--- config.mk ---
export PLATFORM = sky130hd
export DESIGN_NAME = rews_fifo
export DESIGN_NICKNAME = d
export VERILOG_FILES = /design/src/sv/rews_pkg.sv /design/src/sv/rews_fifo.sv
export SDC_FILE = /design/constraint.sdc
export NUM_CORES = 1
export LEC_CHECK = 0
export BUFFER_PORTS_ARGS = -buffer_cell sky130_fd_sc_hd__clkbuf_2
export CAP_MARGIN = 10
export CORE_ASPECT_RATIO = 1.75
export CORE_MARGIN = 2
export CORE_UTILIZATION = 25
export CTS_CLUSTER_DIAMETER = 150
export DETAILED_ROUTE_END_ITERATION = 8
export SLEW_MARGIN = 10
export SYNTH_ARGS = -nofsm -noshare
export SYNTH_HDL_FRONTEND = slang
export SYNTH_SLANG_ARGS = --single-unit
--- constraint.sdc ---
create_clock -name clk_i -period 4.9 [get_ports clk_i]
set_clock_uncertainty 0.05 [all_clocks]
set_input_delay 0.98 -clock clk_i [delete_from_list [all_inputs] [get_ports clk_i]]
set_output_delay 0.98 -clock clk_i [all_outputs]
set_load 0.01 [all_outputs]
--- src/sv/rews_pkg.sv ---
// ----------------------------------------------------------------------------
// rews_pkg
// Shared constants and types for the raster error statistics block.
// ----------------------------------------------------------------------------
package rews_pkg;

  localparam int unsigned MAX_SIDE  = 4096;
  localparam int unsigned SIDE_W    = 13;
  localparam int unsigned POS_W     = 12;
  localparam int unsigned BORDER    = 2;
  localparam int unsigned SAMPLE_W  = 32;
  localparam int unsigned COUNT_W   = 25;
  localparam int unsigned DIVISOR_W = 26;

  // configuration register indexes
  typedef enum logic [1:0] {
    CFG_WIDTH    = 2'd0,
    CFG_HEIGHT   = 2'd1,
    CFG_NODATA_A = 2'd2,
    CFG_NODATA_B = 2'd3
  } cfg_idx_e;

  // classified pixel word passed from front to back
  typedef struct packed {
    logic [32:0] diff;      // signed first - second
    logic [31:0] abs_diff;  // |diff|, zero when not kept
    logic        kept;
    logic        last;
  } item_t;

endpackage

--- src/sv/rews_fifo.sv ---
// ----------------------------------------------------------------------------
// rews_fifo
// Two-entry queue of classified pixel words between front and back.
// ----------------------------------------------------------------------------
module rews_fifo (
  input  logic            clk_i,
  input  logic            rst_ni,
  input  logic            push_i,
  input  rews_pkg::item_t data_i,
  output logic            full_o,
  input  logic            pop_i,
  output logic            valid_o,
  output rews_pkg::item_t data_o
);
  import rews_pkg::*;

  item_t      mem_q [2];
  logic       wr_q, rd_q;
  logic [1:0] cnt_q;

  assign full_o  = (cnt_q == 2'd2);
  assign valid_o = (cnt_q != 2'd0);
  assign data_o  = mem_q[rd_q];

  always_ff @(posedge clk_i) begin
    if (push_i) mem_q[wr_q] <= data_i;
  end

  always_ff @(posedge clk_i or negedge rst_ni) begin
    if (!rst_ni) begin
      wr_q  <= 1'b0;
      rd_q  <= 1'b0;
      cnt_q <= 2'd0;
    end else begin
      if (push_i) wr_q <= ~wr_q;
      if (pop_i)  rd_q <= ~rd_q;
      case ({push_i, pop_i})
        2'b10:   cnt_q <= cnt_q + 2'd1;
        2'b01:   cnt_q <= cnt_q - 2'd1;
        default: ;
      endcase
    end
  end

endmodule

Yosys cells after proc, flatten, opt, wreduce, memory -nomap -nowiden
Memories as Yosys holds them, arrays and structs flattened.
Index checks and enable logic that the tools add are counted.
- word-level logic and storage cells: 16
- output and inout port bits: 69
- input bits: 71
- memories: 1
- RAM bits: 134
- bits in registers: 4
- memories (memory ; words ; width ; read ports ; clocked after Yosys merged registers in ; write ports ; RTL line ; text):
    mem_q ; 2 ; 67 ; 1 ; 0 ; 1 ; rews_fifo.sv:17 ; item_t mem_q [2];
- multiplexer cells: 3
- bitwise logic cells: 2
- reduce and logical (&&, ||, !) cells: 2
- equality and inequality tests: 3
- add/sub/neg operators: 2
- operator list (kind ; count):
    == test 2 bit, second input constant ; 2
    case mux 2 bit (2 select lines) ; 1
    nonzero test 2 bit ; 2
    adder 2 x 1 -> 2 bit, second input constant ; 1
    == test 2 x 1 -> 1 bit, second input constant ; 1
    two-way mux 1 bit ; 2
    inverter 1 bit ; 2
    subtractor 2 x 1 -> 2 bit, second input constant ; 1

Logic depth before layout (Yosys ltp)
Gate-level depths: netlist (run 1).
- word-level depth: 2
- depth in mapped cells: 5
- mapped depth without buffers: 5

Least setup slack after synthesis (run 1)
OpenSTA, ideal clock, no wires.
- path type: in2reg
- from: input port push_i
- to: memory mem_q[0][0] in the netlist's numbering (enable)
- cell stages on the path: 2
- path buffers: 0
- setup slack: 0.507 ns
- arrival time: 3.849 ns
- required time: 4.356 ns
- setup time: 0.494 ns
- cells stage by stage: inv_1 > nor2_1
- word-level cells in the longest chain between the ends: 2
- RTL lines (what ; RTL line ; text):
    start, declared ; rews_fifo.sv:8 ; input logic push_i,
    two-way mux 1 bit ; rews_fifo.sv:26 ; if (push_i) mem_q[wr_q] <= data_i;
    two-way mux 1 bit (not written as such) ; rews_fifo.sv:26 ;
    end, declared ; rews_fifo.sv:17 ;
Every way passes these cells.

==> metrics, run 1 <==
status complete, no violations; Rows 69; clock-pin slew on the worst setup and hold paths 0.06 ns; # fillers 2017; Least-Margin Pin Slew 1.05 ns; fin crit period 3.16 ns; EDFF count, synth 134; grt ovf 0; VDD IR max 412 uV; Syn Std Cell Area 0.00511 mm^2; cts hold-fix bufs 0; slowest CP cell dfrtp_4; pre-CTS setup slack 2.07 ns; CP Cell Sequence mux2_2 > clkbuf_2; Final Hold Viols 0; Setup crit end kind output pin; synthesis-stage register bit count 138; Hold/Removal Path Class primary input to asynchronous set/reset pin; final worst setup slack 1.74 ns; Num CTS Buffers 17; post-synthesis cell type count 15; drt pass-1 iters 4; Worst Setup Path Type register to output pin; die width 112 um; Max Buffers Root-to-Sink 2; Flop pwr share 43.9%; CTS tree yes; NumNets Final 448; initial antenna violation count 0; Seq/Total Area, Yosys 80.7%; gp weighted congestion 0.669; Fmax 316 MHz; Syn Nets 297; core outline area 0.0202 mm^2; initial core utilization 25.3%; worst skew pair latency 0.41 ns; Die ar. 0.0217 mm^2; combinational power share 23.3%; Synth Warn # 0; root buffer selected by CTS clkbuf_16; Antenna Cells 0; GRT Overall Usage 9.09%; CP max FO 68; Final ANT Viol Nets 0; Initial DRC Count 71; Psw 1090 uW; TNS Setup 0 ns; startpoint class of the critical path register; internal cell power 2910 uW; clk sink count 138; DRC viols 0; DP HPWL 6190 um; port buffer count 139; number of top-level pins 140; RSZ-0062 raised after global routing no; Post-CTS Setup Repair Bufs 0; Final setup viols 0; Max stage delay on crit path 1.12 ns; mean area per synthesized cell 22.7 um^2; drt wl/cell 15.1 um; WP buf/inv 1; first-pass GRT wire length 14700 um; chip height 193 um; share of cells above drive strength 1 61.2%; Post-Synthesis Cells 225; Main synth FF type edfxtp_1; Power Density 599 mW/mm^2; Max-Cap Viols 0; crit-path leading delay family flip-flops; crit share post-route 64.5%; largest net degree at the start of global routing 69; Synth async-reset ratio 2.90%; routed wire length 9620 um; Sw Ratio 27.2%; H-Tree Depth 4; Layout area overhead 30.5%; Slew Limit Fails 0; vias in the first global route 2920; CP arrival 2.13 ns; Via density 4.06; post-CTS sizing 0; CP required 3.87 ns; vias 2586; Max-slew headroom 29.7%; Leak Pwr 0.00257 uW; clock power share 32.8%
==> state kept, by name, indices dropped and copies added, names as in the netlist <==
signal and count:
mem_q 134, cnt_q 2, rd_q 1, wr_q 1
==> per-layer routing <==
layer  track usage [%]  wire [um]
met4              4.74        141
met3              2.66        440
met2              17.6       5680
met1              8.53       3360
met5                 0          0
==> synth_stat cells (2+ instances only) <==
cell      count  area (um^2)
nor2_1        2         7.51
buf_2         4         20.0
mux2_2       47          529
mux2_4       20          300
buf_8         2         30.0
buf_6         2         22.5
xnor2_1       2         17.5
xor2_1        3         26.3
edfxtp_1    134         4020
dfrtp_1       4          100
==> final cells by class <==
| type | instances | area [um^2] | share of cell area (%) |
|---|---|---|---|
| clock buffers | 17 | 425 | 6.38 |
| clock inverters | 15 | 180 | 2.70 |
| inverters | 1 | 3.75 | 0.0563 |
| multi-input cells | 78 | 922 | 13.8 |
| flip-flops and latches | 138 | 4130 | 61.9 |
| well taps | 248 | 310 | 4.65 |
| repair buffers | 140 | 703 | 10.5 |
==> cell usage in the layout (no fill, tap or decap), types with 2 or more instances in the layout <==
cell type,n
clkinv_1,5
clkinv_2,2
xnor2_1,2
edfxtp_1,134
clkbuf_2,139
mux2_2,47
clkbuf_16,17
dfrtp_1,3
mux2_4,20
xor2_1,3
bufinv_16,4
clkinvlp_4,3
==> worst register-to-register path, cell delays in order (launching register included) <==
cell     delay [ns]
dfrtp_1        0.43
nor2_4         0.46
buf_4          0.68
==> power groups by stage <==
stage	Clock, uW	Combinational (uW)	Sequential (uW)
2_1_floorplan	0	738	1650
3_3_place_gp	0	947	1770
3_5_place_dp	0	956	1790
4_1_cts	1350	960	1770
5_1_grt	1400	1020	1790
6_report	1310	931	1760
==> cells by family after synthesis <==
group	count (synthesis)	synth area share (%)
flops	138	80.7
fa+ha+maj	1	0.245
xor+xnor	5	0.857
buf+inv	9	1.49
mux	67	16.2
simple gates	5	0.514
==> final timing paths <==
path	start	end	slack (ns)	cells after the start
setup reg to reg	wr_q	mem_q[0][40]	2.89	2
max in group asynchronous	rst_ni	rd_q	4.34	1
hold / removal	rst_ni	rd_q	0.32	1
min in group clk_i	cnt_q[1]	cnt_q[1]	0.43	1
setup / recovery	rd_q	data_o[6]	1.74	2
hold reg to reg	cnt_q[1]	cnt_q[1]	0.43	1
==> metrics by stage <==
stage | hold WS [ns] | std cells | utilization, % | instance area [um^2] | power, uW
after floorplan | 0.397 | 225 | - | 5110 | 2390
after global placement | 0.411 | 605 | 30.0 | 6070 | 2720
after detailed placement | 0.421 | 605 | 30.0 | 6070 | 2750
after CTS | 0.292 | 637 | 33.0 | 6670 | 4070
after global routing | 0.299 | 637 | 33.0 | 6670 | 4210
final | 0.318 | 637 | 33.0 | 6670 | 4000
Power figures use the tool's default switching activity.
==> run 2, diff against run 1 <==
- clock period: 4.9 -> 2.8 ns (I/O delays scaled with it)
==> metrics, run 2 (synthesis results as in run 1) <==
Hold Slack 0.293 ns (-0.0251 ns); grt ovf 0 (unchanged); Final Cell Area 0.00664 mm^2 (-0.51%); largest net degree at the start of global routing 42 (-39%); most frequent cells in the layout 139 x clkbuf_2, 134 x edfxtp_1, 47 x mux2_2, 20 x mux2_4, 17 x clkbuf_16; hold path endpoint mem_q[1][29]; initial antenna violation count 0 (unchanged); startpoint class of the critical path register; die width 112 um (unchanged); CP required 2.19 ns (-1.68 ns); internal reg-to-reg setup slack 1.22 ns (-1.67 ns); Layout area overhead 29.9%; Final ANT Viol Nets 0 (unchanged); worst hold path stage count 1; DP HPWL 6370 um (+2.9%); port buffer count 139 (unchanged); internal cell power 4840 uW (+66%); Critical R2R Launch wr_q; number of top-level pins 140 (unchanged); Area after DPL 0.00612 mm^2 (+0.91%); Via density 4.03 (-0.78%); crit share post-route 92.4%; chip height 193 um (unchanged); initial core utilization 25.3% (unchanged); CTS tree yes; clk sink count 138 (unchanged); Sw Ratio 27.8% (+0.61 points); H-Tree Depth 4 (unchanged); Least-Margin Pin Slew 0.590 ns (-0.465 ns); core outline area 0.0202 mm^2 (unchanged); CP arrival 1.98 ns (-0.15 ns); DRC viols 0 (unchanged); drt wl/cell 15.0 um (-0.91%); gp weighted congestion 0.664 (-0.75%); NumNets Final 453 (+1.1%); Final setup viols 0 (unchanged); GRT Overall Usage 9.16% (+0.072 points); final worst setup slack 0.214 ns (-1.52 ns); Flop pwr share 44.1% (+0.2 points); CP max FO 32 (-53%); clock-pin slew on the worst setup and hold paths 0.06 ns (about the same); routed wire length 9600 um (-0.14%); Fmax 387 MHz; Num CTS Buffers 17 (unchanged); share of cells above drive strength 1 60.4% (-0.78 points); VDD IR max 635 uV (+54%); clock power share 28.9% (-3.9 points); fin crit period 2.59 ns; biggest regs mem_q: 134 flops, cnt_q: 2 flops; worst skew pair latency 0.41 ns (about the same); TNS Setup 0 ns (unchanged); Leak Pwr 0.00256 uW (-0.17%); combinational power share 27.0% (+3.7 points); Max-slew headroom 60.7% (+31 points); worst r2r path cells 2 (unchanged); Final Hold Viols 0 (unchanged); # fillers 1987 (-1.5%); vias 2586 (unchanged); Power Density 1010 mW/mm^2 (+68%); Worst Setup Path Type register to output pin; Die ar. 0.0217 mm^2 (unchanged); Initial DRC Count 113 (+59%); Hold/Removal Path Class primary input to register; Power Total 6700 uW (+68%); Antenna Cells 0 (unchanged); root buffer selected by CTS clkbuf_16; Psw 1860 uW (+71%); Critical R2R Capture mem_q[1][62]; Biggest register mem_q; RSZ-0062 raised after global routing no; drt pass-1 iters 4 (unchanged); vias in the first global route 2979 (+2.0%); status complete, no violations; commonest non-fill, non-tap cell in the layout clkbuf_2; Setup crit end kind output pin; Slew Limit Fails 0 (unchanged); Max Buffers Root-to-Sink 2 (unchanged); first-pass GRT wire length 15000 um (+1.5%); Rows 69 (unchanged); Max-Cap Viols 0 (unchanged); min-delay src data_i[29]; Largest register FFs 134 (unchanged); pre-CTS setup slack 0.577 ns (-1.49 ns); Post-CTS Setup Repair Bufs 0 (unchanged)
[run 2: cell count changes in the layout (fill, tap and decap cells not counted), sizes merged, moves of 3 or more]
cell      change
buf           +4
bufinv        -4
clkbuf       +11
clkinv        -3
clkinvlp      -3
[run 2: worst max path at each step]
stage | cells past startpoint | slack [ns] | start | end
after global routing | 3 | 0.09 | rd_q | data_o[6]
final | 3 | 0.21 | rd_q | data_o[5]
after detailed placement | 3 | 0.58 | rd_q | data_o[6]
after CTS | 3 | 0.12 | rd_q | data_o[6]
after floorplan | 1 | 0.19 | push_i | mem_q[1][0]
after global placement | 3 | 0.61 | rd_q | data_o[6]
[run 2: final cells by class]
class | instances | area, um^2 | share of cell area [%]
multi-input combinational | 78 | 922 | 13.9
timing repair buffer | 145 | 768 | 11.6
clock buffer | 28 | 487 | 7.33
inverter | 1 | 3.75 | 0.0565
tap | 248 | 310 | 4.67
clock inverter | 4 | 20.0 | 0.302
sequential | 138 | 4130 | 62.2
[run 2: power by group through the flow]
stage | Clock (uW) | Combinational [uW] | Sequential [uW]
4_1_cts | 2000 | 1870 | 2970
6_report | 1930 | 1810 | 2950
5_1_grt | 2090 | 1970 | 3000
3_3_place_gp | 0 | 1840 | 2980
2_1_floorplan | 0 | 1290 | 2870
3_5_place_dp | 0 | 1860 | 3010
[run 2: repair_timing]
item,in CTS,in global routing
endpoints found under the hold margin,4,0
resized for setup,0,0
hold buffers,1,0
[run 2: per-layer routing]
layer	vias to the layer above	GRT usage (%)	share of wire [%]
li1	1199	-	-
met1	1300	8.85	36
met2	78	17.1	57
met3	9	3.09	5.0
met4	0	4.83	1.9
met5	-	0	0
[run 2: metrics by stage]
stage | std cells | utilization, %
after detailed placement | 609 | 30.3
after CTS | 642 | 32.9
after floorplan | 225 | -
final | 642 | 32.9
after global routing | 642 | 32.9
after global placement | 609 | 30.3
[run 2: worst max-delay path, stage by stage, from the launching register on]
cell and delay (ns):
dfrtp_4 0.75, buf_4 0.33, mux2_2 0.36, clkbuf_2 0.12
==> run 3, diff against run 2 <==
- RECOVER_POWER: not set -> 100
==> metrics, run 3 (synthesis results as in run 1) <==
drt pass-1 iters 6 (+2); Leak Pwr 0.00219 uW (-14%); CP max FO 32 (unchanged); Post-CTS Setup Repair Bufs 0 (unchanged); chip height 193 um (unchanged); Initial DRC Count 117 (+3.5%); Hold Slack 0.294 ns (+0.000929 ns); Setup crit end kind output pin; Slew Limit Fails 27 (+27); Rows 69 (unchanged); NumNets Final 453 (unchanged); GRT Overall Usage 9.16% (unchanged); Largest register FFs 134 (unchanged); Final Cell Area 0.00644 mm^2 (-3.0%); VDD IR max 622 uV (-2.0%); core outline area 0.0202 mm^2 (unchanged); drt wl/cell 15.0 um (+0.45%); CP arrival 2.01 ns (+0.03 ns); Final setup viols 0 (unchanged); worst setup path endpoint data_o[65]; grt ovf 0 (unchanged); clk sink count 138 (unchanged); gp weighted congestion 0.664 (unchanged); DP HPWL 6370 um (unchanged); die width 112 um (unchanged); Max-Cap Viols 1 (+1); number of top-level pins 140 (unchanged); slowest CP cell dfrtp_4; Worst Setup Path Type register to output pin; CTS tree yes; Power Density 1010 mW/mm^2 (-0.10%); Worst Setup SP rd_q; Biggest register mem_q; TNS Setup 0 ns (unchanged); CP required 2.19 ns (about the same); initial core utilization 25.3% (unchanged); root buffer selected by CTS clkbuf_16; # fillers 2047 (+3.0%); worst skew pair latency 0.40 ns (about the same); startpoint class of the critical path register; Final Hold Viols 0 (unchanged); Hold/Removal Path Class primary input to register; RSZ-0062 raised after global routing no; initial antenna violation count 0 (unchanged); DRC viols 0 (unchanged); worst r2r path cells 2 (unchanged); port buffer count 139 (unchanged); Layout area overhead 26.0%; largest net degree at the start of global routing 42 (unchanged); share of cells above drive strength 1 30.2% (-30 points); CP Cell Sequence buf_6 > mux2_2 > clkbuf_1; pre-CTS setup slack 0.577 ns (unchanged); Die ar. 0.0217 mm^2 (unchanged); vias 2590 (+0.15%); Fmax 382 MHz (-1.2%); cts hold-fix bufs 1 (unchanged); vias in the first global route 2979 (unchanged); post-CTS sizing 0 (unchanged); most frequent cells in the layout 134 x edfxtp_1, 110 x clkbuf_1, 45 x mux2_2, 40 x clkbuf_2; first-pass GRT wire length 15000 um (unchanged); Least-Margin Pin Slew 1.55 ns (+0.957 ns); commonest non-fill, non-tap cell in the layout edfxtp_1; Antenna Cells 0 (unchanged); Final ANT Viol Nets 0 (unchanged); Critical R2R Capture mem_q[1][62]; Num CTS Buffers 17 (unchanged); routed wire length 9650 um (+0.45%); Max Buffers Root-to-Sink 2 (unchanged); Critical R2R Launch wr_q; Area after DPL 0.00612 mm^2 (unchanged); clock-pin slew on the worst setup and hold paths 0.06 ns (about the same); H-Tree Depth 4 (unchanged); status finished with violations; final worst setup slack 0.183 ns (-0.0310 ns); internal reg-to-reg setup slack 0.53 ns (-0.69 ns); Via density 4.03 (+0.15%); fin crit period 2.62 ns (+0.0310 ns); biggest regs mem_q: 134 flops, cnt_q: 2 flops; Max-slew headroom -3.08% (-64 points); Max stage delay on crit path 0.72 ns (-0.03 ns); violated checks max-capacitance violations, max-slew violations; crit share post-route 93.5% (+1.1 points)
-- run 3: changes by cell type in the layout (fill, tap and decap cells not counted), moves of 2 or more --
cell	delta
mux2_1	+17
buf_4	-2
clkbuf_2	-99
mux2_2	-2
mux2_4	-15
clkbuf_1	+101
-- run 3: power breakdown --
group / internal, uW / switching, uW
registers: 2760 / 193
clock network: 1170 / 760
logic: 715 / 889
-- run 3: how the worst min path moves through the flow --
| stage | start | to | cells past startpoint |
|---|---|---|---|
| 2_1_floorplan | rst_ni | cnt_q[0] | 0 |
| 3_3_place_gp | rst_ni | wr_q | 1 |
| 3_5_place_dp | rst_ni | cnt_q[1] | 1 |
| 4_1_cts | data_i[47] | mem_q[0][47] | 1 |
| 5_1_grt | data_i[47] | mem_q[0][47] | 1 |
| 6_report | data_i[57] | mem_q[0][57] | 1 |
-- run 3: worst max-delay path, delay by kind of cell (launching register included) --
family	cells	cell delay (ns)
muxes	1	0.39
DFF	1	0.72
buffers and inverters	2	0.46
-- run 3: cell type report --
type                    count  area, um^2  area share, %
clock buffers              28         487           7.56
clock inverters             4        20.0          0.311
inverters                   1        3.75         0.0583
multi-input cells          78         863           13.4
flip-flops and latches    138        4130           64.1
well taps                 248         310           4.82
repair buffers            145         628           9.75
-- run 3: metal layers --
| layer | up-vias | track usage [%] | routed length, um |
|---|---|---|---|
| li1 | 1202 | - | - |
| met1 | 1295 | 8.85 | 3440 |
| met2 | 82 | 17.1 | 5520 |
| met5 | - | 0 | 0 |
| met4 | 0 | 4.83 | 190 |
| met3 | 11 | 3.09 | 493 |
-- run 3: metrics by stage --
step / instances / total power, uW / util [%]
2_1_floorplan: 225 / 4170 / -
3_3_place_gp: 609 / 4820 / 30.3
3_5_place_dp: 609 / 4870 / 30.3
4_1_cts: 642 / 6840 / 32.9
5_1_grt: 642 / 6850 / 31.9
6_report: 642 / 6490 / 31.9
