`src/sv/rews_pkg.sv`:
```
// ----------------------------------------------------------------------------
// rews_pkg
// Shared constants and types for the raster error statistics block.
// ----------------------------------------------------------------------------
package rews_pkg;

  localparam int unsigned MAX_SIDE  = 4096;
  localparam int unsigned SIDE_W    = 13;
  localparam int unsigned POS_W     = 12;
  localparam int unsigned BORDER    = 2;
  localparam int unsigned SAMPLE_W  = 32;
  localparam int unsigned COUNT_W   = 25;
  localparam int unsigned DIVISOR_W = 26;

  // configuration register indexes
  typedef enum logic [1:0] {
    CFG_WIDTH    = 2'd0,
    CFG_HEIGHT   = 2'd1,
    CFG_NODATA_A = 2'd2,
    CFG_NODATA_B = 2'd3
  } cfg_idx_e;

  // classified pixel word passed from front to back
  typedef struct packed {
    logic [32:0] diff;      // signed first - second
    logic [31:0] abs_diff;  // |diff|, zero when not kept
    logic        kept;
    logic        last;
  } item_t;

endpackage

```
`src/sv/rews_front.sv`:
```
// ----------------------------------------------------------------------------
// rews_front
// Configuration registers, raster position tracking and pixel classification.
// ----------------------------------------------------------------------------
module rews_front (
  input  logic                clk_i,
  input  logic                rst_ni,
  input  logic                cfg_valid_i,
  input  logic [1:0]          cfg_index_i,
  input  logic [31:0]         cfg_data_i,
  input  logic                take_i,
  input  logic [31:0]         sample_first_i,
  input  logic [31:0]         sample_second_i,
  output rews_pkg::item_t     item_o
);
  import rews_pkg::*;

  logic [SIDE_W-1:0] width_q, height_q;
  logic [31:0]       nodata_a_q, nodata_b_q;
  logic [POS_W-1:0]  row_q, col_q;
  logic [SIDE_W-1:0] w_eff, h_eff;
  logic [SIDE_W:0]   row_x, col_x;
  logic              in_area, kept, last_col, last;
  logic [32:0]       diff, mag;

  // config writes
  always_ff @(posedge clk_i or negedge rst_ni) begin
    if (!rst_ni) begin
      width_q    <= SIDE_W'(MAX_SIDE);
      height_q   <= SIDE_W'(MAX_SIDE);
      nodata_a_q <= 32'hFE796100;
      nodata_b_q <= 32'hFE796100;
    end else if (cfg_valid_i) begin
      case (cfg_idx_e'(cfg_index_i))
        CFG_WIDTH:    width_q    <= cfg_data_i[SIDE_W-1:0];
        CFG_HEIGHT:   height_q   <= cfg_data_i[SIDE_W-1:0];
        CFG_NODATA_A: nodata_a_q <= cfg_data_i;
        CFG_NODATA_B: nodata_b_q <= cfg_data_i;
        default: ;
      endcase
    end
  end

  // clamp sizes into 1..MAX_SIDE
  always_comb begin
    w_eff = width_q;
    if (width_q == '0) w_eff = SIDE_W'(1);
    else if (width_q > SIDE_W'(MAX_SIDE)) w_eff = SIDE_W'(MAX_SIDE);
    h_eff = height_q;
    if (height_q == '0) h_eff = SIDE_W'(1);
    else if (height_q > SIDE_W'(MAX_SIDE)) h_eff = SIDE_W'(MAX_SIDE);
  end

  // classify
  always_comb begin
    row_x    = {2'b00, row_q};
    col_x    = {2'b00, col_q};
    in_area  = (row_x >= (SIDE_W+1)'(BORDER)) && (row_x + (SIDE_W+1)'(BORDER) < {1'b0, h_eff})
            && (col_x >= (SIDE_W+1)'(BORDER)) && (col_x + (SIDE_W+1)'(BORDER) < {1'b0, w_eff});
    kept     = in_area && (sample_first_i != nodata_a_q) && (sample_second_i != nodata_b_q);
    last_col = (col_x + (SIDE_W+1)'(1)) >= {1'b0, w_eff};
    last     = last_col && ((row_x + (SIDE_W+1)'(1)) >= {1'b0, h_eff});
    diff     = {sample_first_i[31], sample_first_i} - {sample_second_i[31], sample_second_i};
    mag      = diff[32] ? (33'd0 - diff) : diff;
    item_o.diff     = diff;
    item_o.abs_diff = kept ? mag[31:0] : 32'd0;
    item_o.kept     = kept;
    item_o.last     = last;
  end

  // raster position
  always_ff @(posedge clk_i or negedge rst_ni) begin
    if (!rst_ni) begin
      row_q <= '0;
      col_q <= '0;
    end else if (take_i) begin
      if (last) begin
        row_q <= '0;
        col_q <= '0;
      end else if (last_col) begin
        col_q <= '0;
        row_q <= row_q + POS_W'(1);
      end else begin
        col_q <= col_q + POS_W'(1);
      end
    end
  end

endmodule

```
`config.mk`:
```
export PLATFORM = sky130hd
export DESIGN_NAME = rews_front
export DESIGN_NICKNAME = d
export VERILOG_FILES = /design/src/sv/rews_pkg.sv /design/src/sv/rews_front.sv
export SDC_FILE = /design/constraint.sdc
export NUM_CORES = 1
export LEC_CHECK = 0
export BUFFER_PORTS_ARGS = -buffer_cell sky130_fd_sc_hd__buf_4
export CAP_MARGIN = 15
export CORE_MARGIN = 2
export CORE_UTILIZATION = 29
export DETAILED_ROUTE_END_ITERATION = 6
export GPL_TIMING_DRIVEN = 1
export HOLD_SLACK_MARGIN = 0.05
export PLACE_DENSITY = 0.51
export SYNTH_ARGS = -nofsm -noshare
export SYNTH_HDL_FRONTEND = slang
export SYNTH_SLANG_ARGS = --single-unit
```
`constraint.sdc`:
```
create_clock -name clk_i -period 5.5 [get_ports clk_i]
set_input_delay 0 -clock clk_i [delete_from_list [all_inputs] [get_ports clk_i]]
set_output_delay 0 -clock clk_i [all_outputs]
set_load 0.05 [all_outputs]
```
# ---- Yosys cells after proc, flatten, opt, wreduce, memory -nomap -nowiden
# Cells that the tools add are included.
dict set report classes {
  addsub 8
  magnitude_cmp 8
  n_eq_ne 5
  mux 10
  reduce_logical 15
}
# operator n
set op_table {}
lappend op_table {{$mux W32} 2}
lappend op_table {{$ne A32 B32 Y1} 2}
lappend op_table {{$mux W13} 4}
lappend op_table {{$mux W12} 4}
lappend op_table {{$sub A32 B32 Y33} 1}
lappend op_table {{$sub A1 B32 Y32 const A} 1}
lappend op_table {{$add A12 B1 Y13 const B} 2}
lappend op_table {{$add A12 B2 Y13 const B} 2}
lappend op_table {{$ge A13 B13 Y1} 2}
lappend op_table {{$gt A13 B13 Y1 const B} 2}
lappend op_table {{$logic_not A13 Y1} 2}
lappend op_table {{$lt A13 B13 Y1} 2}
lappend op_table {{$add A12 B1 Y12 const B} 2}
lappend op_table {{$ge A12 B2 Y1 const B} 2}
lappend op_table {{$reduce_and A2 Y1} 5}
lappend op_table {{$logic_and A1 B1 Y1} 6}
lappend op_table {{$eq A2 B2 Y1 const B} 2}
lappend op_table {{$eq A2 B1 Y1 const B} 1}
lappend op_table {{$logic_not A2 Y1} 1}
lappend op_table {{$reduce_bool A2 Y1} 1}
dict set report totals {
  regBits 114
  wordCells 52
}

# ---- Logic depth before layout (Yosys ltp)
# Gate-level depths: netlist of run 1.
dict set report depth {
  depth_word 10
  ltp_mapped 17
  depth_no_buf 15
}

# ---- Worst setup path before layout of run 1
# Ideal clock, no wire load.
dict set report synth_path {
  path_type {in2out}
  start {input port sample_first_i[0]}
  end {output port item_o[33] in the netlist's numbering}
  arrival_ns 4.299
  setup_slack_ns 1.201
  path_stages 14
  n_path_buf 0
  path_cell_list {inv_1 ha_1 inv_1 fa_1 a211oi_2 nor3_1 o2111ai_1 nand2_1 a221o_1 a211oi_1 nor4_1 a41oi_1 xnor2_1 nor2_1}
}
# element line_no
set synth_lines {}
lappend synth_lines {{from (decl)} rews_front.sv:12} ;# input logic [31:0] sample_first_i,
lappend synth_lines {{to (decl)} rews_front.sv:14} ;# output rews_pkg::item_t item_o

==> out/qor.log, run 1 <==
qor: pwr.ir_drop 0.232 mV
qor: cts.clock_tree.buffer_depth 2
qor: place.dp_hpwl 26100 um
qor: finish.share_of_layout_cells_above_drive_strength_1 0.257
qor: timing.number_of_hold_violations_in_the_final_report 0
qor: global_route.grt_first_pass_wirelength 49300 um
qor: finish.number_of_antenna_diodes 0
qor: detailed_routing.detailed_router_s_first_iteration_violation_count 478
qor: global_route.total_congestion_overflow_after_global_routing 0
qor: die.placementRows 68
qor: cts.cts_inserted_buffers 17
qor: timing.final.setup_skew 0.0131 ns
qor: detailed_routing.detailroute.via_count 8928
qor: worst_hold_path.worstHoldPathType in -> reg
qor: pwr.totalPowerFinal 4.48 mW
qor: cts.cts_max_level 4
qor: logic_synthesis.postSynthRegisterBits 114
qor: die.die_y 191 um
qor: setup_path.startpoint_type flip-flop
qor: logic_synthesis.synth.yosys.warnings 0
qor: die.ioPinCount 169
qor: setup_path.worst_path_required 5.50 ns
qor: logic_synthesis.syn_avg_cell_area 8.81 um^2
qor: setup_path.worst-endpoint-arrival 4.16 ns
qor: logic_synthesis.syn-instance-count 1152
qor: die.floorplan.initialDensity 0.294
qor: global_route.grt.met3_usage 0.0244
qor: cts.cts_tree yes
qor: setup_path.timing.setup.critical_path_class reg -> out
qor: global_route.met1_usage 0.230
qor: timing.totalNegativeSetupSlack 0 ns
qor: timing.final.period_utilization 0.757
qor: detailed_routing.number_of_remaining_drc_errors 0
qor: pwr.power_density 351 mW/mm^2
qor: timing.timing.final.max_slew_violations 0
qor: cts.clock_insertion_delay_worst_skew 0.42 ns
qor: run.drv_cap 0
qor: global_route.first_global_vias 8763
qor: setup_path.crit_fanout 33
qor: cts.cts.sink_count 114
qor: global_route.number_of_antenna_violations_at_the_first_check_in_global_routing 0
qor: detailed_routing.dr.pass1.iters 5
qor: die.fp.dieArea 0.0365 mm^2
qor: logic_synthesis.synth-edff-count 0
qor: timing.worst-slew-pin-transition 0.974 ns
qor: timing.clock.fmax 0.240 GHz
qor: finish.finish.net_count 1519
qor: place.gp_congestion 0.866
qor: cts.clkSlewWorstSetupHoldPaths 0.06 ns
qor: die.floorplan.die.width 191 um
qor: global_route.busiest_layer met2
qor: logic_synthesis.syn_area 0.0102 mm^2
qor: timing.finalSetupViolations 0
qor: global_route.grt_use_met2 0.298
qor: pwr.static-leakage-power 5.65 nW
qor: finish.synthToLayoutAreaGrowth 25.9%
qor: detailed_routing.postRouteWirelength 31900 um
qor: cts.clk_root_buffer_cell clkbuf_16
qor: logic_synthesis.synth_sequential_area_ratio 0.285
qor: setup_path.critical_path.endpoint_type primary output
qor: detailed_routing.ant_nets 0
qor: detailed_routing.avgRoutedWirePerCell 17.8 um
qor: global_route.grt_max_degree 63
qor: detailed_routing.detail_route.vias_per_cell 4.98
qor: cts.cts_setup_buffers 0
qor: timing.maxSlewHeadroom 0.348
qor: timing.rsz_0062_raised_after_global_routing no
qor: timing.final.min_clock_period 4.16 ns
qor: logic_synthesis.syn_nets 1346
qor: place.numPortBuffers 168
qor: logic_synthesis.synth.lib_cells_used.distinct 70
qor: outcome.outcome finished, final reports clean
qor: logic_synthesis.synth_async_sr_flop_share 1.00
qor: die.core 0.0345 mm^2
qor: global_route.grt.total_usage 0.175
qor: logic_synthesis.synth-main-ff-cell dfrtp_1
==> state kept, by name (all words and copies together) (netlist names) <==
signal and flops:
width_q 13, height_q 13, nodata_b_q 32, row_q 12, nodata_a_q 32, col_q 12
==> Yosys cell counts (6+ instances only) <==
library cell	instances	area share
nand3_1	35	0.017
a21o_1	18	0.013
nor3_1	25	0.012
nand2_1	88	0.033
dfstp_2	32	0.083
nand4_1	29	0.018
inv_1	64	0.024
xor2_1	60	0.052
clkbuf_1	44	0.016
and3_1	8	0.0049
o21a_1	18	0.013
nor4_1	27	0.017
dfrtp_1	82	0.20
o31ai_1	14	0.010
o21ai_0	42	0.021
a22o_1	6	0.0052
mux2_2	91	0.10
nor2b_1	10	0.0062
nor2_1	96	0.035
a21oi_1	54	0.027
xnor2_1	90	0.078
nand2b_1	7	0.0043
o21ai_1	7	0.0035
o211ai_1	7	0.0052
a31oi_1	10	0.0062
ha_1	91	0.11
==> power by group <==
group          internal (mW)  total, mW  switching [mW]  leakage [nW]
registers               1.02       1.18           0.157          1.35
clock network          0.725       1.13           0.406         0.283
logic                  0.822       2.17            1.35          4.02
==> layout by cell type, fill, tap and decap left out, types with 4 or more instances in the layout <==
master           n
buf_4          174
nor2_1          96
mux2_2          91
ha_1            91
xnor2_1         90
nand2_1         88
dfrtp_1         82
inv_1           64
xor2_1          60
a21oi_1         54
o21ai_0         42
dlygate4sd3_1   37
nand3_1         34
dfstp_2         32
nand4_1         29
nor4_1          27
nor3_1          25
a21o_1          18
o21a_1          18
clkbuf_16       17
o31ai_1         14
nor2b_1         10
a31oi_1         10
and3_1           8
o211ai_1         7
o21ai_1          7
nand2b_1         7
a22o_1           6
o2111ai_1        5
or3_1            5
o2bb2ai_1        5
a211oi_1         4
nor3b_1          4
clkinvlp_4       4
==> layout make-up <==
class | instances | area, um^2
Timing Repair Buffer | 211 | 1680
Sequential cell | 114 | 2890
Inverter | 65 | 244
Tap cell | 455 | 569
Multi-Input combinational cell | 916 | 6790
Clock buffer | 20 | 447
Fill cell | 3538 | 21800
Clock inverter | 12 | 156
==> path summary, 6_finish.rpt <==
kind / startpoint / endpoint / slack [ns] / cells past startpoint
setup / recovery: col_q[2]$_DFFE_PN0P_ / item_o[3] / 1.34 / 15
hold / removal: cfg_index_i[0] / width_q[9]$_DFFE_PN0P_ / 0.11 / 3
max in group asynchronous: rst_ni / nodata_a_q[17]$_DFFE_PN0P_ / 4.02 / 3
setup reg to reg: col_q[0]$_DFFE_PN0P_ / col_q[0]$_DFFE_PN0P_ / 1.63 / 15
min in group asynchronous: rst_ni / nodata_b_q[24]$_DFFE_PN0P_ / 0.18 / 2
hold reg to reg: nodata_a_q[7]$_DFFE_PN0P_ / nodata_a_q[7]$_DFFE_PN0P_ / 0.52 / 1
==> cell families (layout without fill, tap and decap cells) <==
group,count (synthesis),after routing,synth area share
AND/OR/NAND/NOR,352,352,0.169
multiplexers,92,92,0.102
AO/OA/AOI/OAI,230,230,0.153
adder cells (fa/ha/maj),92,92,0.114
XOR/XNOR,150,150,0.129
flip-flops,114,114,0.285
buffers and inverters,122,308,0.0475
==> metal layers <==
layer  wire (um)  part of all wire
met3        1390             0.044
met2       15200              0.48
met4         597             0.019
met5           0                 0
met1       14700              0.46
==> per-stage QoR <==
stage	instances	instance area [um^2]	setup WS [ns]	utilization	hold WS (ns)
floorplan	1152	10200	1.20	-	-0.296
global placement	1724	11800	1.67	0.342	0.114
detailed placement	1724	11800	1.63	0.342	0.109
CTS	1793	12800	1.35	0.370	0.0959
global route	1793	12800	0.958	0.370	0.124
finish	1793	12800	1.34	0.370	0.106
==> worst max-delay path: stages, from the launching register on <==
cell	delay, ns
dfrtp_1	0.47
ha_1	0.29
nand2_1	0.08
nor2_1	0.32
nand3_1	0.15
xnor2_1	0.15
ha_1	0.29
and4_1	0.21
a22oi_1	0.18
nand4_1	0.12
a311oi_1	0.29
o211ai_1	0.15
a311o_1	0.40
buf_4	0.26
a21oi_1	0.16
buf_4	0.22
==> timing repair <==
| action | 4_1_cts | 5_1_grt |
|---|---|---|
| hold buffers | 37 | 0 |
| gates resized for setup | 0 | 0 |
| endpoints found under the hold margin | 131 | 0 |
No activity file was read; power rests on OpenSTA's default activity.
==> run 2: changes to the inputs <==
--- a/config.mk
+++ b/config.mk
@@ -5,6 +5,7 @@
 export SDC_FILE = /design/constraint.sdc
 export NUM_CORES = 1
 export LEC_CHECK = 0
+export ABC_AREA = 1
 export BUFFER_PORTS_ARGS = -buffer_cell sky130_fd_sc_hd__buf_4
 export CAP_MARGIN = 15
 export CORE_MARGIN = 2
@@ -12,7 +13,7 @@
 export DETAILED_ROUTE_END_ITERATION = 6
 export GPL_TIMING_DRIVEN = 1
 export HOLD_SLACK_MARGIN = 0.05
-export PLACE_DENSITY = 0.51
+export PLACE_DENSITY = 0.5
 export SYNTH_ARGS = -nofsm -noshare
 export SYNTH_HDL_FRONTEND = slang
 export SYNTH_SLANG_ARGS = --single-unit
==> constraint.sdc (replaced) <==
create_clock -name clk_i -period 4.35 [get_ports clk_i]
set_input_delay 0 -clock clk_i [delete_from_list [all_inputs] [get_ports clk_i]]
set_output_delay 0 -clock clk_i [all_outputs]
set_load 0.05 [all_outputs]
==> run 2 against run 1 <==
Against the previous run: first-iteration DRC count rose by 32%; routed wire length rose by 20%; combinational power rose by 120%; critical path depth rose by 2; clock power rose by 35%; critical endpoint is now item_o[17]; die area rose by 8.3%; sequential power rose by 30%; synthesized cell count rose by 50%; non-clock buffer count fell by 2; design area rose by 8.3%; count of clock-buffer cells in the layout rose by 3; setup slack got worse by 1.0 ns.
==> out/qor.log, run 2 <==
qor: logic_synthesis.synth.mux.area_fraction 0 [-0.102]
qor: detailed_routing.detailroute.via_count 11300 [+27%]
qor: setup_path.reg2reg_depth 16 [+1]
qor: timing.maxSlewHeadroom 0.475 [+0.128]
qor: cts.cts_setup_buffers 0 [unchanged]
qor: die.floorplan.die.width 199 um [+4.0%]
qor: logic_synthesis.synth.yosys.warnings 0 [unchanged]
qor: die.ioPinCount 169 [unchanged]
qor: cts.clock_tree.buffer_depth 2 [unchanged]
qor: logic_synthesis.synth_async_sr_flop_share 1.00 [unchanged]
qor: timing.rsz_0062_raised_after_global_routing no
qor: setup_path.worst-endpoint-arrival 4.03 ns [-0.13 ns]
qor: detailed_routing.detailed_router_s_first_iteration_violation_count 630 [+32%]
qor: logic_synthesis.synthTopCellsByArea dfrtp_1 (19%), nand2_1 (19%), ha_1 (10%)
qor: global_route.grt_first_pass_wirelength 59400 um [+20%]
qor: logic_synthesis.dominant_combinational_cell_family_by_area_after_synthesis simple AND/OR/NAND/NOR gates
qor: logic_synthesis.postSynthRegisterBits 114 [unchanged]
qor: die.floorplan.initialDensity 0.294 [about the same]
qor: logic_synthesis.synth_xor_area_frac 0.0581 [-0.0713]
qor: detailed_routing.number_of_remaining_drc_errors 0 [unchanged]
qor: finish.synthToLayoutAreaGrowth 25.8% [about the same]
qor: setup_path.crit_chain nor4_1, nand2_1, nor3_1, nor2_1, inv_2, nand2_1, ha_1, a21oi_1, o221ai_1, nor3b_1, o21ai_0, nand3_1, nor2_4, buf_6, clkinvlp_4, nor3_1, buf_4
qor: cts.clock_insertion_delay_worst_skew 0.43 ns [about the same]
qor: worst_hold_path.min_from cfg_valid_i
qor: pwr.ir_drop 0.320 mV [+38%]
qor: detailed_routing.dr.pass1.iters 5 [unchanged]
qor: cts.cts_tree yes
qor: logic_synthesis.synth_compound_gate_area_share 0.109 [-0.0441]
qor: detailed_routing.avgRoutedWirePerCell 15.6 um [-12%]
qor: cts.clk_root_buffer_cell clkbuf_16
qor: finish.share_of_layout_cells_above_drive_strength_1 0.161 [-0.0965]
qor: global_route.number_of_antenna_violations_at_the_first_check_in_global_routing 3 [+3]
qor: place.numPortBuffers 168 [unchanged]
qor: global_route.grt_max_degree 65 [+3.2%]
qor: logic_synthesis.synth-edff-count 0 [unchanged]
qor: logic_synthesis.syn_area 0.0110 mm^2 [+8.4%]
qor: logic_synthesis.synth.lib_cells_used.distinct 42 [-40%]
qor: pwr.power_density 570 mW/mm^2 [+63%]
qor: cts.cts.sink_count 114 [unchanged]
qor: worst_hold_path.min_delay_worst_endpoint nodata_a_q[8]$_DFFE_PN1P_
qor: finish.finish.utilization 0.369 [-0.000631]
qor: finish.finish.net_count 2117 [+39%]
qor: timing.fin_worst_hold_slack 0.163 ns [+0.0567 ns]
qor: die.die_y 199 um [+4.0%]
qor: timing.worst-slew-pin-transition 0.785 ns [-0.189 ns]
qor: global_route.grt.total_usage 0.196 [+0.0209]
qor: timing.clock.fmax 0.248 GHz
qor: setup_path.crit_fanout 11 [-67%]
qor: finish.layout_common_cells nand2_1 (543), inv_1 (265), buf_4 (172), o21ai_0 (139), nor2_1 (118)
qor: logic_synthesis.synth_largest_area_cell dfrtp_1
qor: logic_synthesis.syn-instance-count 1727 [+50%]
qor: worst_hold_path.min_delay_path_depth 4 [+1]
qor: setup_path.startpoint_type flip-flop
qor: timing.final.setup_skew 0.0105 ns [-0.00267 ns]
qor: timing.totalNegativeSetupSlack 0 ns [unchanged]
qor: global_route.total_congestion_overflow_after_global_routing 0 [unchanged]
qor: logic_synthesis.synth_top_area_frac 0.186 [-0.0157]
qor: setup_path.critical_path.endpoint_type primary output
qor: detailed_routing.postRouteWirelength 38300 um [+20%]
qor: cts.clkSlewWorstSetupHoldPaths 0.06 ns [about the same]
qor: pwr.static-leakage-power 7.35 nW [+30%]
qor: outcome.outcome finished, final reports clean
qor: logic_synthesis.synth-main-ff-cell dfrtp_1
qor: die.placementRows 71 [+4.4%]
qor: cts.cts_max_level 4 [unchanged]
qor: logic_synthesis.syn_nets 1921 [+43%]
qor: timing.final.min_clock_period 4.03 ns
qor: logic_synthesis.syn_avg_cell_area 6.37 um^2 [-28%]
qor: setup_path.register_to_register_setup_slack 0.80 ns [-0.83 ns]
qor: place.dp_hpwl 31500 um [+21%]
qor: setup_path.crit-reg2reg-capture row_q[11]$_DFFE_PN0P_
qor: detailed_routing.detail_route.vias_per_cell 4.63 [-7.0%]
qor: logic_synthesis.synth.most_common_cell nand2_1
qor: finish.multi_input_area 0.00694 mm^2 [+2.2%]
qor: logic_synthesis.synth_sequential_area_ratio 0.263 [-0.0222]
qor: worst_hold_path.worstHoldPathType in -> reg
qor: logic_synthesis.synth-simple-area-share 0.356 [+0.188]
qor: setup_path.timing.setup.critical_path_class reg -> out
qor: place.gp_congestion 0.893 [+3.1%]
qor: finish.regArea 0.00289 mm^2 [unchanged]
qor: cts.cts_inserted_buffers 17 [unchanged]
qor: setup_path.critical_path.reg2reg.startpoint col_q[3]$_DFFE_PN0P_
qor: run.drv_cap 0 [unchanged]
qor: setup_path.worst_path_required 4.35 ns [-1.15 ns]
qor: finish.layout.filler_cells 4148 [+17%]
qor: detailed_routing.ant_nets 0 [unchanged]
qor: finish.most_common_cell_after_layout_fill_and_taps_aside nand2_1
qor: setup_path.timing.critical_path.slowest_cell_delay 0.41 ns [-0.06 ns]
qor: global_route.first_global_vias 10800 [+23%]
qor: timing.final.period_utilization 0.925
qor: die.core 0.0375 mm^2 [+8.5%]
qor: timing.finalSetupViolations 0 [unchanged]
qor: finish.largestRegisters nodata_a_q: 32 flops, nodata_b_q: 32 flops
qor: logic_synthesis.synth_fa_ha_area_frac 0.105 [-0.00887]
qor: die.fp.dieArea 0.0395 mm^2 [+8.3%]
qor: timing.number_of_hold_violations_in_the_final_report 0 [unchanged]
qor: logic_synthesis.ys_top_cells_by_count nand2_1 (545), inv_1 (267), o21ai_0 (139), nor2_1 (119), nand3_1 (108)
qor: setup_path.cpMaxStageDelayCell dfrtp_1
qor: timing.timing.final.max_slew_violations 0 [unchanged]
run 2: repair_timing:
item,in CTS,in global routing
endpoints found under the hold margin,147,0
resized for setup,0,7
setup endpoints to repair,0,12
hold buffers,34,0
run 2: power by group:
part	leakage, nW	internal (mW)	switching, mW
clock network	0.313	1.02	0.511
logic	5.66	1.49	3.35
registers	1.38	1.30	0.226
total	7.35	3.81	4.09
run 2: logic make-up (layout without fill, tap and decap cells):
group / Yosys count / after routing
buffers and inverters: 311 / 520
and+or+nand+nor: 907 / 907
adders and majority gates: 92 / 92
DFF: 114 / 114
other: 0 / 3
AOI/OAI and AO/OA: 230 / 230
xor gates and xnor gates: 73 / 73
run 2: metal layers:
layer	wire, um	up-vias	track usage
li1	-	5912	-
met1	19000	5164	0.278
met2	17100	237	0.314
met3	1480	33	0.0229
met4	659	0	0.0500
met5	0	-	0
run 2: worst max-delay path by stage:
stage / slack [ns] / to / depth (start not counted) / startpoint
after detailed placement: 0.72 / item_o[17] / 17 / width_q[8]$_DFFE_PN0P_
after global placement: 0.81 / item_o[20] / 17 / width_q[4]$_DFFE_PN0P_
final: 0.32 / item_o[17] / 17 / width_q[4]$_DFFE_PN0P_
after floorplan: 0.76 / item_o[17] / 15 / height_q[8]$_DFFE_PN0P_
after CTS: 0.24 / item_o[17] / 17 / width_q[4]$_DFFE_PN0P_
after global routing: 0.01 / item_o[16] / 17 / col_q[3]$_DFFE_PN0P_
run 2: cell type report:
class	count	share of cell area
multi-input cells	1302	0.501
flip-flops and latches	114	0.209
repair buffers	209	0.120
inverters	278	0.0758
well taps	511	0.0462
clock buffers	23	0.0352
clock inverters	9	0.0109
repair inverters	1	0.000542
diodes	3	0.000542
run 2: stage by stage:
step / worst slack (ns) / cells / instance area (um^2) / power, mW
after floorplan: 0.758 / 1727 / 11000 / 4.80
after global placement: 0.805 / 2378 / 12800 / 6.18
after detailed placement: 0.717 / 2378 / 12800 / 6.21
after CTS: 0.241 / 2444 / 13800 / 7.79
after global routing: 0.0150 / 2450 / 13800 / 8.45
final: 0.325 / 2450 / 13800 / 7.89
run 2: critical path, delay by kind of cell (launching register included):
family	cells	cell delay [ns]
flip-flops	1	0.41
buffers and inverters	4	0.77
adder cells (fa/ha/maj)	1	0.33
AND/OR/NAND/NOR	9	1.56
AO/OA/AOI/OAI	3	0.51
==> run 3: changes to the inputs <==
--- a/config.mk
+++ b/config.mk
@@ -8,12 +8,15 @@
 export ABC_AREA = 1
 export BUFFER_PORTS_ARGS = -buffer_cell sky130_fd_sc_hd__buf_4
 export CAP_MARGIN = 15
+export CELL_PAD_IN_SITES_DETAIL_PLACEMENT = 1
+export CELL_PAD_IN_SITES_GLOBAL_PLACEMENT = 2
 export CORE_MARGIN = 2
 export CORE_UTILIZATION = 29
+export CTS_CLUSTER_DIAMETER = 50
 export DETAILED_ROUTE_END_ITERATION = 6
 export GPL_TIMING_DRIVEN = 1
 export HOLD_SLACK_MARGIN = 0.05
-export PLACE_DENSITY = 0.5
+export PLACE_DENSITY = 0.8
 export SYNTH_ARGS = -nofsm -noshare
 export SYNTH_HDL_FRONTEND = slang
 export SYNTH_SLANG_ARGS = --single-unit
==> run 3 against run 2 <==
Against the previous run: clock power down 8%; worst hold slack better by 0.034 ns; routed wire length up 6.7%; count of clock-buffer cells in the layout down 3; largest cell class unchanged; highest routed layer unchanged.
==> out/qor.log, run 3 (synthesized netlist as in run 2, its figures left out) <==
qor: setup_path.critical_path.endpoint_type primary output
qor: die.fp.dieArea 0.0395 mm^2 [unchanged]
qor: setup_path.critPathTopFamily simple AND/OR/NAND/NOR gates
qor: global_route.first_global_vias 12100 [+12%]
qor: setup_path.startpoint_type flip-flop
qor: timing.final.period_utilization 0.902 [-0.0238]
qor: timing.maxSlewHeadroom 0.311 [-0.164]
qor: pwr.power_density 569 mW/mm^2 [-0.21%]
qor: setup_path.critical_path.reg2reg.startpoint col_q[3]$_DFFE_PN0P_
qor: die.placementRows 71 [unchanged]
qor: finish.most_common_cell_after_layout_fill_and_taps_aside nand2_1
qor: cts.cts_max_level 4 [unchanged]
qor: detailed_routing.postRouteWirelength 40900 um [+6.7%]
qor: cts.clock_tree.buffer_depth 2 [unchanged]
qor: worst_hold_path.min_delay_worst_endpoint nodata_b_q[8]$_DFFE_PN1P_
qor: timing.final.min_clock_period 3.92 ns [-0.103 ns]
qor: detailed_routing.detailroute.via_count 11700 [+2.8%]
qor: finish.multi_input_area 0.00695 mm^2 [+0.16%]
qor: finish.finish.net_count 2117 [unchanged]
qor: finish.layout_common_cells nand2_1 (543), inv_1 (265), buf_4 (174), o21ai_0 (139), nor2_1 (118)
qor: detailed_routing.detail_route.vias_per_cell 4.77 [+2.9%]
qor: place.place_ws 0.642 ns [-0.0757 ns]
qor: place.dp_hpwl 33800 um [+7.3%]
qor: worst_hold_path.worstHoldPathType in -> reg
qor: die.core 0.0375 mm^2 [unchanged]
qor: setup_path.timing.setup.critical_path_class reg -> out
qor: die.floorplan.initialDensity 0.294 [unchanged]
qor: detailed_routing.ant_nets 0 [unchanged]
qor: detailed_routing.detailed_router_s_first_iteration_violation_count 389 [-38%]
qor: global_route.number_of_antenna_violations_at_the_first_check_in_global_routing 2 [-1]
qor: die.die_y 199 um [unchanged]
qor: detailed_routing.top_layer_used met4
qor: outcome.outcome finished, final reports clean
qor: worst_hold_path.min_delay_path_depth 5 [+1]
qor: setup_path.timing.critical_path.slowest_cell_delay 0.39 ns [-0.02 ns]
qor: timing.number_of_hold_violations_in_the_final_report 0 [unchanged]
qor: global_route.grt_first_pass_wirelength 63800 um [+7.5%]
qor: setup_path.worst-endpoint-arrival 3.92 ns [-0.11 ns]
qor: setup_path.cpMaxStageDelayCell dfrtp_1
qor: pwr.static-leakage-power 7.32 nW [-0.38%]
qor: cts.cts_inserted_buffers 17 [unchanged]
qor: die.floorplan.die.width 199 um [unchanged]
qor: timing.timing.final.max_slew_violations 0 [unchanged]
qor: cts.cts_tree yes
qor: timing.final.setup_skew 0.00825 ns [-0.00221 ns]
qor: global_route.grt.total_usage 0.210 [+0.0137]
qor: setup_path.crit_chain nor4_1, nand3_1, nand2_2, nand2_1, ha_1, a21oi_1, o221ai_1, nor3b_1, o21ai_0, nand3_1, nor2_4, buf_6, clkinvlp_4, buf_4, nor3_1, buf_4
qor: timing.rsz_0062_raised_after_global_routing no
qor: finish.synthToLayoutAreaGrowth 25.3%
qor: finish.largestRegisters nodata_a_q: 32 flops, nodata_b_q: 32 flops
qor: cts.clock_insertion_delay_worst_skew 0.44 ns [about the same]
qor: finish.layout.filler_cells 4969 [+20%]
qor: timing.finalSetupViolations 0 [unchanged]
qor: detailed_routing.dr.pass1.iters 5 [unchanged]
qor: finish.regArea 0.00289 mm^2 [unchanged]
qor: cts.clkSlewWorstSetupHoldPaths 0.06 ns [about the same]
qor: finish.share_of_layout_cells_above_drive_strength_1 0.162 [+0.00155]
qor: timing.totalNegativeSetupSlack 0 ns [unchanged]
qor: pwr.totalPowerFinal 7.85 mW [-0.61%]
qor: detailed_routing.wl_met1 17900 um [-6.1%]
qor: place.gp_congestion 0.842 [-5.7%]
qor: setup_path.crit_fanout 13 [+2]
qor: global_route.grt_max_degree 78 [+20%]
qor: pwr.ir_drop 0.246 mV [-23%]
qor: die.ioPinCount 169 [unchanged]
qor: timing.layout_setup_ws 0.428 ns [+0.103 ns]
qor: timing.worst-slew-pin-transition 1.03 ns [+0.248 ns]
qor: global_route.total_congestion_overflow_after_global_routing 0 [unchanged]
qor: place.numPortBuffers 168 [unchanged]
qor: detailed_routing.met2_wirelength 20900 um [+22%]
qor: setup_path.crit-reg2reg-capture row_q[1]$_DFFE_PN0P_
qor: setup_path.worst_path_required 4.35 ns [about the same]
qor: detailed_routing.number_of_remaining_drc_errors 0 [unchanged]
qor: cts.cts.sink_count 114 [unchanged]
qor: worst_hold_path.min_from cfg_index_i[1]
qor: timing.clock.fmax 0.255 GHz [+2.6%]
qor: detailed_routing.avgRoutedWirePerCell 16.7 um [+6.8%]
qor: setup_path.register_to_register_setup_slack 0.78 ns [-0.02 ns]
qor: detailed_routing.wl_met3 1060 um [-29%]
qor: setup_path.reg2reg_depth 16 [unchanged]
qor: cts.clk_root_buffer_cell clkbuf_16
qor: run.drv_cap 0 [unchanged]
qor: setup_path.critPathBufInv 4 [unchanged]
[run 3: cell types whose count changed in the layout (fill, tap and decap cells not counted)]
cell       change
buf_12         -1
buf_4          +2
bufinv_16      -2
clkbuf_1       -1
clkbuf_8       -2
clkinv_4       +4
diode_2        -2
nor3_1         -1
nor3_2         +1
nor4_1         -1
nor4_2         +1
[run 3: worst max path at each step]
stage	startpoint	endpoint	slack [ns]	cells past startpoint
after global routing	width_q[9]$_DFFE_PN0P_	item_o[16]	0.06	18
after CTS	width_q[8]$_DFFE_PN0P_	item_o[20]	0.17	17
after detailed placement	height_q[4]$_DFFE_PN0P_	item_o[20]	0.64	15
after global placement	width_q[8]$_DFFE_PN0P_	item_o[20]	0.73	17
final	height_q[8]$_DFFE_PN0P_	item_o[12]	0.43	16
after floorplan	height_q[8]$_DFFE_PN0P_	item_o[17]	0.76	15
[run 3: tightest hold or removal path, cell delays in order]
cell and delay, ns:
buf_4 0.09, nand3_2 0.05, buf_4 0.28, nand2_1 0.12, o21ai_0 0.07
[run 3: stage by stage]
stage	utilization	cells	hold slack [ns]	cell area [um^2]
CTS	0.366	2443	0.0603	13700
detailed placement	0.342	2378	0.266	12800
finish	0.368	2448	0.197	13800
global route	0.368	2448	0.273	13800
floorplan	-	1727	-0.296	11000
global placement	0.342	2378	0.250	12800
[run 3: report_power, final]
group	internal, mW	switching [mW]	leakage [nW]	total, mW
Sequential	1.30	0.223	1.38	1.52
Clock	0.872	0.539	0.286	1.41
Combinational	1.52	3.39	5.66	4.91
Total	3.70	4.15	7.32	7.85
[run 3: cell type report]
cell class,count,area share
multi-input cells,1302,0.504
clock inverters,12,0.00971
flip-flops and latches,114,0.210
inverters,278,0.0761
diodes,1,0.000181
clock buffers,20,0.0331
repair buffers,210,0.121
well taps,511,0.0464
[run 3: repair_timing]
action | CTS | global route
endpoints found under the setup margin | 0 | 16
setup buffers | 0 | 2
gates resized for setup | 0 | 8
endpoints found under the hold margin | 166 | 3
hold buffers | 33 | 1
[run 3: metal layers]
layer,up-vias,global-route usage
li1,5893,-
met1,5552,0.252
met2,174,0.384
met3,50,0.0239
met4,0,0.0727
met5,-,0
